[config.mk]
export PLATFORM = sky130hd
export DESIGN_NAME = spi_div_stage
export DESIGN_NICKNAME = d
export VERILOG_FILES = /design/src/design/spi_div_stage.sv
export SDC_FILE = /design/constraint.sdc
export NUM_CORES = 1
export LEC_CHECK = 0
export BUFFER_PORTS_ARGS = -buffer_cell sky130_fd_sc_hd__buf_4
export CORE_ASPECT_RATIO = 0.6
export CORE_UTILIZATION = 25
export CTS_BUF_LIST = sky130_fd_sc_hd__clkbuf_2
export CTS_CLUSTER_DIAMETER = 40
export DETAILED_ROUTE_END_ITERATION = 6
export HOLD_SLACK_MARGIN = 0.12
export MAX_ROUTING_LAYER = met4
export PLACE_DENSITY_LB_ADDON = 0.15
export SYNTH_ARGS = -nofsm -noshare
export SYNTH_HDL_FRONTEND = slang
export SYNTH_SLANG_ARGS = --single-unit
[constraint.sdc]
create_clock -name clk -period 4.9 [get_ports clk]
set_input_delay 0.49 -clock clk [delete_from_list [all_inputs] [get_ports clk]]
set_output_delay 0.49 -clock clk [all_outputs]
set_load 0.02 [all_outputs]
[src/design/spi_div_stage.sv]
`timescale 1ns / 1ps
`default_nettype none
// one restoring division step for three lanes sharing a divisor
module spi_div_stage #(
  parameter int MW = 70,
  parameter int DW = 52,
  parameter int QB = 17,
  parameter int SH = 16
) (
  input  wire logic                   clk,
  input  wire logic                   en,
  input  wire logic [2:0][MW-1:0]     rem_in,
  input  wire logic [2:0][QB-1:0]     q_in,
  input  wire logic [DW-1:0]          den_in,
  output logic      [2:0][MW-1:0]     rem_r,
  output logic      [2:0][QB-1:0]     q_r,
  output logic      [DW-1:0]          den_r
);

  logic [MW-1:0]        den_sh;
  logic [2:0][MW:0]     diff;
  logic [2:0][MW-1:0]   rem_nxt;
  logic [2:0][QB-1:0]   q_nxt;

  always_comb begin
    den_sh = MW'(den_in) << SH;
    for (int k = 0; k < 3; k++) begin
      diff[k]    = {1'b0, rem_in[k]} - {1'b0, den_sh};
      rem_nxt[k] = diff[k][MW] ? rem_in[k] : diff[k][MW-1:0];
      q_nxt[k]   = q_in[k];
      q_nxt[k][SH] = !diff[k][MW];
    end
  end

  always_ff @(posedge clk) begin
    if (en) begin
      rem_r <= rem_nxt;
      q_r   <= q_nxt;
      den_r <= den_in;
    end
  end

endmodule
`default_nettype wire

==> results of run 1 <==
-- cells in the mapped netlist (4+ instances only) --
master    number
a211oi_1      15
nor3b_1        5
buf_2         15
ha_1         156
or3_1          6
o21ai_1        5
a21boi_0       5
a21oi_1      185
a21o_1        62
edfxtp_1     313
nor2b_1       15
a211o_1        4
nor2_1        96
a31o_2         5
a311oi_1       4
nand4_1       37
mux2_2        17
o21ai_0      230
and2_1        11
a41oi_1        8
o211ai_1      15
xnor2_1       75
o21a_1        14
xor2_1        57
o31ai_1       17
and3_1        11
or2_2         10
o31a_1         8
a31oi_1       18
inv_1        101
nor3_1        33
clkbuf_1      46
nand3_1       39
nand2_1      265
nand2b_1      19
nor4_1         5
o21bai_1      40
-- stage by stage --
step | hold WS (ns) | setup WS [ns]
3_5_place_dp | 0.669 | 0.194
3_3_place_gp | 0.669 | 0.249
2_1_floorplan | 0.589 | 1.31
-- cells by family after synthesis --
kind of cell	count (synthesis)	share of synthesized area
muxes	19	0.0105
AOI/OAI and AO/OA	678	0.205
DFF	313	0.467
and+or+nand+nor	561	0.126
xor gates and xnor gates	132	0.0574
adders and majority gates	159	0.0999
buffers and inverters	171	0.0338
==> flow_summary.toml, run 1 <==
[yosys]
synth_cell_type_count = 75
synth.area.top_cells = "edfxtp_1, ha_1, o21ai_0, nand2_1, a21oi_1"
synth-edff-count = 313
seq_area_frac_synth = 0.467
syn_avg_cell_area_um2 = 9.90
synthArstFlopShare = 0
syn-num-nets = 2507
synth_seq_cells = 313
syn_inst = 2033
synth_flop_cell = "edfxtp_1"
synth_area_leader_cell = "edfxtp_1"
synth_area_um2 = 20100
synth-warning-count = 0
synth_top_area_share = 0.467

[clock_network]
htreeDepth = 3
cts_buffer_depth = 3
post_cts_buffers = 0
cts.sinks = 313
clockRootBuffer = "clkbuf_2"
post_cts_resized = 0
cts_buffers = 87
cts_hold_buf = 774

[floorplan]
start_util = 0.253
die_y_um = 222
die_w_um = 368
boundaryPins = 628
fp-row-count = 80

[status]
error = "[ERROR RSZ-0060] Max buffer count reached."
lastStage = "clock tree synthesis"
status = "aborted with a tool error"

[placed_design]
place_area_um2 = 26300
hpwl_um = 67600
gp_routability_congestion = 0.929
port_buffers = 624
dpl.cell_count = 3701
==> inputs of run 2 (changes only) <==
CORE_ASPECT_RATIO = not set   (was 0.6)
CORE_UTILIZATION = 20   (was 25)
CTS_BUF_LIST = not set   (was sky130_fd_sc_hd__clkbuf_2)
CTS_CLUSTER_DIAMETER = not set   (was 40)
HOLD_SLACK_MARGIN = not set   (was 0.12)
MAX_ROUTING_LAYER = not set   (was met4)
==> flow_summary.toml, run 2 <==
[global_routing]
grt_pass1_wl_um = 124000
grt_max_degree = 98
overflow = 0
grt_pass1_vias = 18800
antenna_found_initial = 12
grtUsageTotal = 0.163

[clock_network]
cts.sinks = 313
post_cts_resized = 0
path_clk_slew_ns = 0.06
cts_buffers = 44
clockRootBuffer = "clkbuf_16"
cts_buffer_depth = 3
post_cts_buffers = 0
cts_tree = "yes"
htreeDepth = 2

[sta]
clock.fmax_mhz = 224
finalSetupViolCount = 0
tns_ns = 0
rsz0062_at_grt = "no"
finalHoldViolations = 0
relSlewSlack = 0.379
slew_viol_final = 0
min_period_over_period = 0.909
period_needed_ns = 4.45
whs_ns = 0.0635
worstMarginPinSlew_ns = 0.922

[placed_design]
place_area_um2 = 26600
hpwl_um = 70300
port_buffers = 624
gp_routability_congestion = 0.854
dpl.cell_count = 3925

[yosys]
synth_area_um2 = 20100
synth_compound_area_frac = 0.205
synth-adder-area-share = 0.0999
synth_xor_area_frac = 0.0574
synth_seq_cells = 313
synth.area.mux_share = 0.0105
syn-num-nets = 2507
synth_most_common_cell = "edfxtp_1"
synth_commonest_cells = "edfxtp_1, nand2_1, o21ai_0"
synth_top_family_by_area = "compound AO/OA/AOI/OAI gates"
synth-warning-count = 0
synth.area.top_cells = "edfxtp_1, ha_1, o21ai_0, nand2_1, a21oi_1"
synth_simple_gate_area_frac = 0.126
syn_inst = 2033
synth_area_leader_cell = "edfxtp_1"
synth_flop_cell = "edfxtp_1"
syn_avg_cell_area_um2 = 9.90
synth-edff-count = 313
synth_cell_type_count = 75
synth_top_area_share = 0.467
seq_area_frac_synth = 0.467
synthArstFlopShare = 0

[floorplan]
boundaryPins = 628
die_y_um = 319
start_util = 0.202
core_area_um2 = 99900
fp-row-count = 116
dieArea_um2 = 102000
die_w_um = 319

[setup_path]
cpLargestDelayFamily = "compound AO/OA/AOI/OAI gates"
path_buf_inv = 4
critPathKind = "input pin to flip-flop"
cp_max_fo = 65
arrival_ns = 4.82
cpMaxStageDelayCell = "dlygate4sd3_1"
worst_path_largest_cell_delay_ns = 0.54
crit_path_start_kind = "input pin"
path_cells = "dlygate4sd3_1, buf_4, inv_1, fa_1, a211oi_1, o21ai_0, a21oi_1, nor3_1, o31ai_1, a31oi_1, and4_1, a21oi_4, buf_12, mux2_2"
cp-end-kind = "flip-flop"
cp.required_ns = 5.26

[min_path]
min_path_type = "input pin to flip-flop"

[layout]
area_growth_pct = 44.8
largestRegisters = "rem_r x210, den_r x52, q_r x51"
largest_register_ffs = 210
final_nets = 3251
layout_commonest_cell = "buf_4"
fin_area_um2 = 29100
regMostFlops = "rem_r"
finalNonFillerCells = 4114
multi_input_area_um2 = 10100
final_core_util = 0.292
fillers = 10500
drive_gt1_frac = 0.275
most-common-layout-cells = "buf_4, edfxtp_1, nand2_1, o21ai_0, a21oi_1"
seq_area_um2 = 9400

[routing]
wl_per_cell_um = 20.9
vias = 18600
wirelength_um = 86000
final_antenna_net_count = 0
dr.pass1.iters = 5
via_per_inst = 4.53
first_iter_violations = 1065
drt_drc_violations_left = 0

[power]
ir_drop_mv = 0.255
p_per_area_nw_per_um2 = 341
p_leak_nw = 12.0

[run]
maxCapViolCount = 0

[status]
status = "finished clean"
[run 2: cell counts after synthesis]
No cell type changed its count.
[run 2: final timing paths]
| kind | from | end | slack [ns] | depth (start not counted) |
|---|---|---|---|---|
| setup / recovery | den_in[1] | rem_r[17] | 0.45 | 14 |
| hold / removal | den_in[6] | den_r[6] | 0.06 | 1 |
[run 2: kinds of logic after synthesis]
| logic type | after synthesis |
|---|---|
| AO/OA/AOI/OAI | 678 |
| AND/OR/NAND/NOR | 561 |
| flip-flops | 313 |
| buffers and inverters | 171 |
| adder cells (fa/ha/maj) | 159 |
| XOR/XNOR | 132 |
| multiplexers | 19 |
[run 2: area by class of cell]
type                       instances  area share
clock inverter                    28      0.0133
timing repair buffer             766       0.210
inverter                         103      0.0133
sequential                       313       0.322
antenna                            4    0.000343
multi-input combinational       1549       0.345
clock buffer                      53      0.0397
tap                             1298      0.0557
[run 2: per-layer routing]
| layer | vias up | track usage | share of wire |
|---|---|---|---|
| li1 | 9083 | - | - |
| met1 | 8926 | 0.203 | 0.43 |
| met2 | 505 | 0.281 | 0.49 |
| met3 | 93 | 0.0377 | 0.059 |
| met4 | 14 | 0.0439 | 0.021 |
| met5 | - | 0 | 0.0011 |
[run 2: repair_timing]
item	4_1_cts	5_1_grt
endpoints found under the hold margin	104	0
endpoints found under the setup margin	0	0
hold buffers	104	0
[run 2: metrics by stage]
step           setup WS, ns  power, mW
2_1_floorplan          1.31       5.13
3_3_place_gp          0.194       6.48
3_5_place_dp          0.183       6.48
4_1_cts               0.417       10.2
5_1_grt               0.133       10.5
6_report              0.445       9.95
[run 2: report_power, final]
| part | total, mW | internal, mW | switching (mW) |
|---|---|---|---|
| logic | 2.99 | 1.24 | 1.76 |
| clock network | 3.48 | 2.12 | 1.36 |
| registers | 3.48 | 3.38 | 0.106 |
| total | 9.95 | 6.73 | 3.22 |
No activity file was read; power rests on OpenSTA's default activity.
==> inputs of run 3 (changes only) <==
PLACE_DENSITY_LB_ADDON = not set   (was 0.15)
==> flow_summary.toml, run 3 (synthesis gave the netlist of run 2 again) <==
[layout]
final_core_util = 0.284
fin_area_um2 = 28400
fillers = 10600
seq_area_um2 = 9400
drive_gt1_frac = 0.279
most-common-layout-cells = "buf_4, edfxtp_1, nand2_1, o21ai_0, a21oi_1"
largestRegisters = "rem_r x210, den_r x52, q_r x51"
finalNonFillerCells = 4053
area_growth_pct = 41.0
regMostFlops = "rem_r"
final_nets = 3185
largest_register_ffs = 210
multi_input_area_um2 = 10100
layout_commonest_cell = "buf_4"

[setup_path]
cpMostUsedCell = "buf_4"
cpLargestDelayFamily = "compound AO/OA/AOI/OAI gates"
cpMaxStageDelayCell = "dlygate4sd3_1"
cp.required_ns = 5.26
critPathKind = "input pin to flip-flop"
path_cells = "dlygate4sd3_1, buf_4, inv_1, ha_1, nand4_1, or2_2, a2111oi_0, nor3_1, buf_4, o31ai_1, a221oi_1, o31a_1, o21ai_1, mux2_2"
path_buf_inv = 4
crit_path_start_kind = "input pin"
arrival_ns = 4.41
cp-end-kind = "flip-flop"
cp_max_fo = 6
crit_start = "den_in[29]"
worst_path_largest_cell_delay_ns = 0.53

[placed_design]
port_buffers = 624
gp_routability_congestion = 0.908
pre_cts_slack_ns = 0.341
hpwl_um = 68100
place_area_um2 = 26500
dpl.cell_count = 3920

[routing]
vias = 18400
wirelength_um = 83200
wl_per_cell_um = 20.5
first_iter_violations = 990
dr.pass1.iters = 5
via_per_inst = 4.53
drt_drc_violations_left = 0
final_antenna_net_count = 0

[sta]
relSlewSlack = 0.468
finalHoldViolations = 0
slew_viol_final = 0
clock.fmax_mhz = 247
period_needed_ns = 4.05
rsz0062_at_grt = "no"
min_period_over_period = 0.827
setup_slack_ns = 0.849
whs_ns = 0.0535
worstMarginPinSlew_ns = 0.799
finalSetupViolCount = 0
tns_ns = 0

[power]
clkPwrFrac = 0.337
power.total_mw = 9.69
pwr-share-seq = 0.358
p_per_area_nw_per_um2 = 341
ir_drop_mv = 0.260
p_leak_nw = 11.7
switchingPower_mw = 3.20
comb_power_share = 0.305
p_int_mw = 6.49
swShare = 0.330

[clock_network]
post_cts_buffers = 0
cts_tree = "yes"
htreeDepth = 2
post_cts_resized = 0
path_clk_slew_ns = 0.06
cts_hold_buf = 44
cts_buffer_depth = 3
clockRootBuffer = "clkbuf_16"
cts.sinks = 313
cts_buffers = 43

[run]
maxCapViolCount = 0

[floorplan]
dieArea_um2 = 102000
boundaryPins = 628
fp-row-count = 116
die_y_um = 319
core_area_um2 = 99900
die_w_um = 319
start_util = 0.202

[global_routing]
antenna_found_initial = 27
grtUsageTotal = 0.156
grt_max_degree = 94
grt_pass1_wl_um = 117000
overflow = 0
grt_pass1_vias = 17800

[min_path]
min-delay-start = "rem_in[10]"
min_path_type = "input pin to flip-flop"

[status]
status = "finished clean"
==> run 3: layout make-up <==
type,instances,area share
sequential,313,0.331
tap,1298,0.0572
antenna,9,0.000793
timing repair buffer,701,0.192
inverter,103,0.0136
multi-input combinational,1549,0.355
clock inverter,32,0.0112
clock buffer,48,0.0393
==> run 3: per-layer routing <==
layer / global-route usage / share of wire
met1: 0.187 / 0.42
met2: 0.260 / 0.47
met3: 0.0573 / 0.080
met4: 0.0464 / 0.026
met5: 0 / 0.0026
==> run 3: power groups by stage <==
stage               clock, mW  sequential, mW  combinational [mW]
detailed placement          0            3.53                2.93
finish                   3.27            3.47                2.95
CTS                      3.42            3.48                2.97
floorplan                   0            3.95                1.19
global placement            0            3.52                2.92
global route             3.49            3.50                3.19
==> run 3: final timing paths <==
check / to / slack (ns) / cells past startpoint
max: rem_r[208] / 0.85 / 14
min: rem_r[10] / 0.05 / 1
